### config.mk
export PLATFORM = sky130hd
export DESIGN_NAME = maf_unit
export DESIGN_NICKNAME = d
export VERILOG_FILES = /design/src/design/maf_pkg.sv /design/src/design/maf_unit.sv
export SDC_FILE = /design/constraint.sdc
export NUM_CORES = 1
export LEC_CHECK = 0
export ABC_CLOCK_PERIOD_IN_PS = 7900
export BUFFER_PORTS_ARGS = -buffer_cell sky130_fd_sc_hd__clkbuf_2
export CAP_MARGIN = 20
export CELL_PAD_IN_SITES_DETAIL_PLACEMENT = 1
export CELL_PAD_IN_SITES_GLOBAL_PLACEMENT = 1
export CORE_AREA = 2 2 229 231
export CTS_CLUSTER_DIAMETER = 30
export DETAILED_ROUTE_END_ITERATION = 10
export DIE_AREA = 0 0 231 233
export HOLD_SLACK_MARGIN = 0.05
export PLACE_DENSITY_LB_ADDON = 0.1
export SLEW_MARGIN = 20
export SYNTH_ARGS = -nofsm -noshare
export SYNTH_HDL_FRONTEND = slang
export SYNTH_SLANG_ARGS = --single-unit
export TNS_END_PERCENT = 100
### constraint.sdc
create_clock -name clock -period 7.9 [get_ports clock]
set_input_delay 0.79 -clock clock [delete_from_list [all_inputs] [get_ports clock]]
set_output_delay 0.79 -clock clock [all_outputs]
set_load 0.03 [all_outputs]
### src/design/maf_pkg.sv
// Shared constants, types and codes for the moving/exponential average filter.
`default_nettype none

package maf_pkg;

   // Field and storage widths
   localparam int SAMPLE_W   = 16;
   localparam int MAX_WINDOW = 256;
   localparam int SLOT_W     = $clog2(MAX_WINDOW);
   localparam int WIN_W      = 9;
   localparam int MIX_W      = 17;
   localparam int SUM_W      = SAMPLE_W + SLOT_W;
   localparam int DIV_STEPS  = SUM_W;
   localparam int STEP_W     = $clog2(DIV_STEPS);
   localparam int MUL_A_W    = MIX_W + 1;
   localparam int MUL_B_W    = SAMPLE_W + 1;
   localparam int PROD_W     = MUL_A_W + MUL_B_W;
   localparam int FRAC_W     = 16;
   localparam int IDX_W      = 2;

   // Register reset values and limits
   localparam logic [MIX_W-1:0] MIX_ONE     = MIX_W'(1 << FRAC_W);
   localparam logic [MIX_W-1:0] MIX_RESET   = MIX_W'(1 << (FRAC_W - 1));
   localparam logic [WIN_W-1:0] WIN_MIN     = WIN_W'(2);
   localparam logic [WIN_W-1:0] WIN_MAX     = WIN_W'(MAX_WINDOW);
   localparam logic [WIN_W-1:0] WIN_RESET   = WIN_W'(2);

   // Register indexes on the csr port
   typedef enum logic [IDX_W-1:0] {
      CSR_MODE   = 2'd0,
      CSR_WINDOW = 2'd1,
      CSR_MIX    = 2'd2
   } csr_index_type;

   // Filter modes
   typedef enum logic {
      MODE_MOVING = 1'b0,
      MODE_EXP    = 1'b1
   } mode_type;

   // Operations of the shared arithmetic unit
   typedef enum logic {
      OP_DIV = 1'b0,
      OP_MUL = 1'b1
   } op_type;

   typedef struct packed {
      logic   start;
      op_type op;
   } unit_cmd_type;

   typedef struct packed {
      logic busy;
      logic done;
   } unit_status_type;

endpackage

`default_nettype wire

### src/design/maf_unit.sv
// Shared arithmetic unit: serial restoring divider and registered multiplier.
`default_nettype none

module maf_unit (
   input  wire logic                                  clock,
   input  wire logic                                  reset,
   input  wire maf_pkg::unit_cmd_type                 cmd,
   input  wire logic signed [maf_pkg::SUM_W-1:0]      div_num,
   input  wire logic        [maf_pkg::WIN_W-1:0]      div_den,
   input  wire logic signed [maf_pkg::MUL_A_W-1:0]    mul_a,
   input  wire logic signed [maf_pkg::MUL_B_W-1:0]    mul_b,
   output maf_pkg::unit_status_type                   status,
   output logic signed [maf_pkg::SAMPLE_W-1:0]        quot,
   output logic signed [maf_pkg::PROD_W-1:0]          prod
);

   logic                                busy_ff, busy_in;
   logic                                done_ff, done_in;
   logic [maf_pkg::STEP_W-1:0]          cnt_ff, cnt_in;
   logic [maf_pkg::SUM_W-1:0]           acc_ff, acc_in;
   logic [maf_pkg::WIN_W-1:0]           rem_ff, rem_in;
   logic [maf_pkg::WIN_W-1:0]           den_ff, den_in;
   logic                                neg_ff, neg_in;
   logic signed [maf_pkg::PROD_W-1:0]   prod_ff, prod_in;

   logic [maf_pkg::WIN_W:0]             trial;
   logic                                fits;
   logic [maf_pkg::SUM_W-1:0]           quot_full;

   // One quotient bit per step: shift the next dividend bit into the remainder
   always_comb begin
      trial = {rem_ff, acc_ff[maf_pkg::SUM_W-1]};
      fits  = (trial >= {1'b0, den_ff});
   end

   always_comb begin
      busy_in = busy_ff;
      done_in = 1'b0;
      cnt_in  = cnt_ff;
      acc_in  = acc_ff;
      rem_in  = rem_ff;
      den_in  = den_ff;
      neg_in  = neg_ff;
      prod_in = prod_ff;
      if (cmd.start) begin
         unique case (cmd.op)
            maf_pkg::OP_MUL: begin
               prod_in = maf_pkg::PROD_W'(mul_a) * maf_pkg::PROD_W'(mul_b);
               done_in = 1'b1;
            end
            maf_pkg::OP_DIV: begin
               busy_in = 1'b1;
               cnt_in  = '0;
               neg_in  = div_num[maf_pkg::SUM_W-1];
               acc_in  = div_num[maf_pkg::SUM_W-1] ? maf_pkg::SUM_W'(-div_num)
                                                    : maf_pkg::SUM_W'(div_num);
               rem_in  = '0;
               den_in  = div_den;
            end
         endcase
      end else if (busy_ff) begin
         rem_in = fits ? maf_pkg::WIN_W'(trial - {1'b0, den_ff})
                       : trial[maf_pkg::WIN_W-1:0];
         acc_in = {acc_ff[maf_pkg::SUM_W-2:0], fits};
         cnt_in = cnt_ff + 1'b1;
         if (cnt_ff == maf_pkg::STEP_W'(maf_pkg::DIV_STEPS - 1)) begin
            busy_in = 1'b0;
            done_in = 1'b1;
         end
      end
   end

   always_ff @(posedge clock) begin
      if (reset) begin
         busy_ff <= 1'b0;
         done_ff <= 1'b0;
         cnt_ff  <= '0;
      end else begin
         busy_ff <= busy_in;
         done_ff <= done_in;
         cnt_ff  <= cnt_in;
      end
   end

   // Datapath registers
   always_ff @(posedge clock) begin
      acc_ff  <= acc_in;
      rem_ff  <= rem_in;
      den_ff  <= den_in;
      neg_ff  <= neg_in;
      prod_ff <= prod_in;
   end

   // Quotient magnitude gets the dividend's sign back: truncation toward zero
   assign quot_full   = neg_ff ? maf_pkg::SUM_W'(-acc_ff) : acc_ff;
   assign quot        = quot_full[maf_pkg::SAMPLE_W-1:0];
   assign prod        = prod_ff;
   assign status.busy = busy_ff;
   assign status.done = done_ff;

endmodule

`default_nettype wire

# Word level (Yosys, flattened, before mapping)
# Cells that the tools add are included.
# op_classes
add_sub_neg,4
mul,1
order_cmp,1
n_eq_ne,2
n_mux,20
bitwise_logic,1
n_reduce_logical,4
# op_table
cell,count
$mux 24,4
$mux 9,4
$mul 18x17->35,1
$neg 24->24,1
$mux 16,1
$neg 16->16,1
$mux 5,3
$ge 10x9->1,1
$sub 9x9->9,1
$mux 1,8
$reduce_and 2->1,3
$add 5x1->5 const B,1
$eq 5x5->1 const B,1
$ne 2x2->1 const B,1
$reduce_bool 2->1,1
$not 1->1,1
# word_totals
reg_bits,85
input_bits,72
output_inout_bits,53

# Logic depth before layout (Yosys ltp)
# logic_depth
depth_word,4
mapped_depth,23

# Worst setup path before layout
# Ideal clock, no wire load.
# synth_timing
path_kind,input to register
start,in mul_b[8] (netlist bit)
end,"reg prod_ff, in the netlist prod[24] (data pin)"
setup_time_ns,0.135
arrival_ns,6.517
required_ns,7.765
setup_slack_ns,1.248
path_stages,20
path_buffers,3
cell_sequence,clkbuf_1 > clkbuf_1 > nand2_1 > fa_1 > inv_1 > fa_1 > fa_1 > fa_1 > fa_1 > inv_1 > fa_1 > inv_1 > ha_1 > clkbuf_2 > a211o_2 > nor4_1 > a21oi_1 > o21a_1 > or4_1 > nand3_1
# synth_via
elab_chain_cells,1
# synth_rtl
item,line,source
"start, declared",maf_unit.sv:11,"input wire logic signed [maf_pkg::MUL_B_W-1:0] mul_b,"
$mul 18x17->35,maf_unit.sv:48,prod_in = maf_pkg::PROD_W'(mul_a) * maf_pkg::PROD_W'(mul_b);
"end signal, assigned",maf_unit.sv:91,prod_ff <= prod_in;
"end, declared",maf_unit.sv:24,"logic signed [maf_pkg::PROD_W-1:0] prod_ff, prod_in;"
# No other way between the ends.
# A chain may end at the register's enable or synchronous reset.

# Worst setup path in the final report
# layout_timing
start,in mul_b[3] (netlist bit)
end,"reg prod_ff, in the netlist prod[30] (data pin)"
# The elaborated chain is that of the path after synthesis.

==> flow_metrics.py <==
metrics = {
    "sta": {
        "fmax_ghz": 0.1448,
        "fin_crit_sh_pct": 87.44,
        "worst_slew_pin_slew_ps": 728.6,
        "setup_tns_ps": 0,
        "finClkSkew_ps": 16.10,
        "rsz0062_at_grt": "no",
        "setup_violations": 0,
        "period_minus_slack_ps": 6908,
        "finalMaxSlewViolations": 0,
        "slew_headroom_pct": 50.79,
        "finalHoldViolCount": 0,
        "worst_slack_ps": 992.1,
        "holdWs_ps": 489.8,
    },
    "setup_path": {
        "crit_path_cell_trace": "clkbuf_2 > and2_1 > fa_1 > inv_1 > fa_1 > fa_1 > inv_1 > fa_1 > fa_1 > inv_1 > fa_1 > inv_1 > ha_1 > a211o_2 > nor4_1 > a21oi_1 > o211ai_1 > nand2_1 > xor2_1",
        "crit_type": "input pin to register",
        "crit_top_cell": "fa_1",
        "critPathArrivalTime_ps": 7020,
        "end_kind": "register",
        "crit_path_max_incr_delay_ps": 590,
        "crit_family": "adder cells",
        "critPathSlowestCell": "nor4_1",
        "worstPathRequired_ps": 8010,
        "critical_path_buf_inv_count": 5,
        "rrSetupSlack_ps": 5100,
        "cp_max_fo": 18,
        "start_kind": "input pin",
    },
    "job": {
        "maxCapViolCount": 0,
    },
    "die": {
        "coreArea_um2": 51090,
        "ios": 125,
        "initial_core_util_pct": 30.73,
        "die_area_um2": 53820,
        "die_y_um": 233,
        "dieWidth_um": 231,
        "rows": 83,
    },
    "clocking": {
        "numCtsBuffers": 9,
        "cts_root_buf": "clkbuf_16",
        "ctsHoldBuffers": 0,
        "clock_latency_ps": 380,
        "cts_setup_buffers": 0,
        "clk_pin_slew_ps": 70,
        "postCtsResizedCells": 0,
        "cts_max_level": 3,
        "cts.sinks": 85,
        "cts_tree": "yes",
        "clock_path_buffers": 2,
    },
    "grt": {
        "overflow": 0,
        "grt_pass1_wl_um": 69710,
        "grt_pass1_vias": 12548,
        "grt_max_degree": 56,
        "grt.total_usage_pct": 16.89,
        "grt_antenna_before_repair": 0,
    },
    "synth": {
        "synth_warnings": 0,
        "avgSynthCellArea_um2": 9.741,
        "syn_nets": 2095,
        "synthCells": 1612,
        "seq_area_frac_synth_pct": 15.81,
        "synth.distinct_cells": 65,
        "synth_edf_count": 78,
        "async_reset_ff_share_pct": 0,
        "synthFlopType": "edfxtp_1",
        "synthesis.area_um2": 15700,
        "ys_ff_latch": 85,
    },
    "finish": {
        "antenna_cells": 0,
        "fin_nets": 2186,
        "syn_to_final_growth_pct": 10.42,
        "drive_gt1_share_pct": 10.07,
        "final_util_pct": 33.94,
    },
    "placement": {
        "dp_slack_ps": 553.3,
        "port_buffers": 124,
        "hpwl_um": 37190,
        "place.gp.congestion": 0.8213,
    },
    "routing": {
        "via_count": 11162,
        "via_per_inst": 4.674,
        "drt-total-wl_um": 43630,
        "drc": 0,
        "drt-initial-drc-count": 318,
        "firstDrtPassIters": 4,
        "ant_nets": 0,
        "routedWlPerCell_um": 18.27,
    },
    "min_path": {
        "hp-class": "register to register",
    },
    "status": {
        "outcome": "finished, final reports clean",
    },
}
-- worst paths after layout --
path | start | end | cells after the start
worst min-delay path | cnt_ff[4]$_SDFFE_PP0P_ | cnt_ff[4]$_SDFFE_PP0P_ | 2
worst min register to register | cnt_ff[4]$_SDFFE_PP0P_ | cnt_ff[4]$_SDFFE_PP0P_ | 2
worst max-delay path | mul_b[3] | prod[30]$_DFFE_PP_ | 19
worst max register to register | rem_ff[1]$_SDFFCE_PP0P_ | rem_ff[4]$_SDFFCE_PP0P_ | 8
-- routing by layer --
metal | wire length [µm] | GRT usage [%] | part of all wire, % | vias to the layer above
met2 | 23700 | 32.02 | 54 | 116
met4 | 613 | 3.871 | 1.4 | 0
met5 | 0 | 0 | 0 | -
li1 | - | - | - | 5159
met1 | 18290 | 20.47 | 42 | 5861
met3 | 1029 | 1.642 | 2.4 | 26
-- cell type report --
class                      instances  area [µm²]
clock buffer                       9       225.2
clock inverter                     7       72.57
fill                            5917       33750
inverter                         332        1246
multi-input combinational       1139       11750
sequential                        85        2482
tap                              680       850.8
timing repair buffer             136       710.7
-- layout by cell type, fill, tap and decap left out, types with 10 or more instances in the layout --
| cell type | n |
|---|---|
| buf_4 | 12 |
| and2_1 | 162 |
| edfxtp_1 | 78 |
| a21oi_1 | 43 |
| clkbuf_2 | 124 |
| o21a_1 | 13 |
| o21ai_0 | 27 |
| inv_1 | 331 |
| nand3_1 | 13 |
| nor2b_1 | 10 |
| nor3_1 | 20 |
| nor2_1 | 70 |
| nand2b_1 | 10 |
| fa_1 | 312 |
| ha_1 | 99 |
| xor2_1 | 28 |
| xnor2_1 | 36 |
| nand2_1 | 169 |
-- state kept, by name (all words and copies together) (netlist names) --
signal,count
rem_ff,9
neg_ff,1
prod,35
acc_ff,24
den_ff,9
busy_ff,1
cnt_ff,5
done_ff,1
-- stage by stage --
stage	area, µm²	cells
after global placement	17040	2372
after detailed placement	17040	2372
after floorplan	15700	1612
after CTS	17340	2388
after global routing	17340	2388
final	17340	2388
-- cells in the mapped netlist, types with 27 or more instances --
| cell type | number | area [µm²] |
|---|---|---|
| inv_1 | 332 | 1246 |
| fa_1 | 312 | 6246 |
| nand2_1 | 169 | 634.4 |
| and2_1 | 162 | 1013 |
| ha_1 | 99 | 1239 |
| edfxtp_1 | 78 | 2342 |
| nor2_1 | 70 | 262.8 |
| clkbuf_1 | 49 | 183.9 |
| a21oi_1 | 43 | 215.2 |
| xnor2_1 | 36 | 315.3 |
| xor2_1 | 28 | 245.2 |
| o21ai_0 | 27 | 135.1 |
-- worst min-delay path, delay by kind of cell (launching register included) --
family	cells	cell delay (ps)
AND/OR/NAND/NOR	1	70
AO/OA/AOI/OAI	1	50
flip-flops	1	330
-- logic make-up after synthesis --
kind of cell | Yosys count | synth area share, %
compound gates | 157 | 6.837
xor+xnor | 64 | 3.570
fa+ha+maj | 411 | 47.67
buf+inv | 388 | 9.355
flops | 85 | 15.81
mux | 12 | 0.8127
simple gates | 495 | 15.95
Power is left out: the tool's default activity adds up to more than one toggle a clock period on the data nets, which glitch-free logic cannot reach.
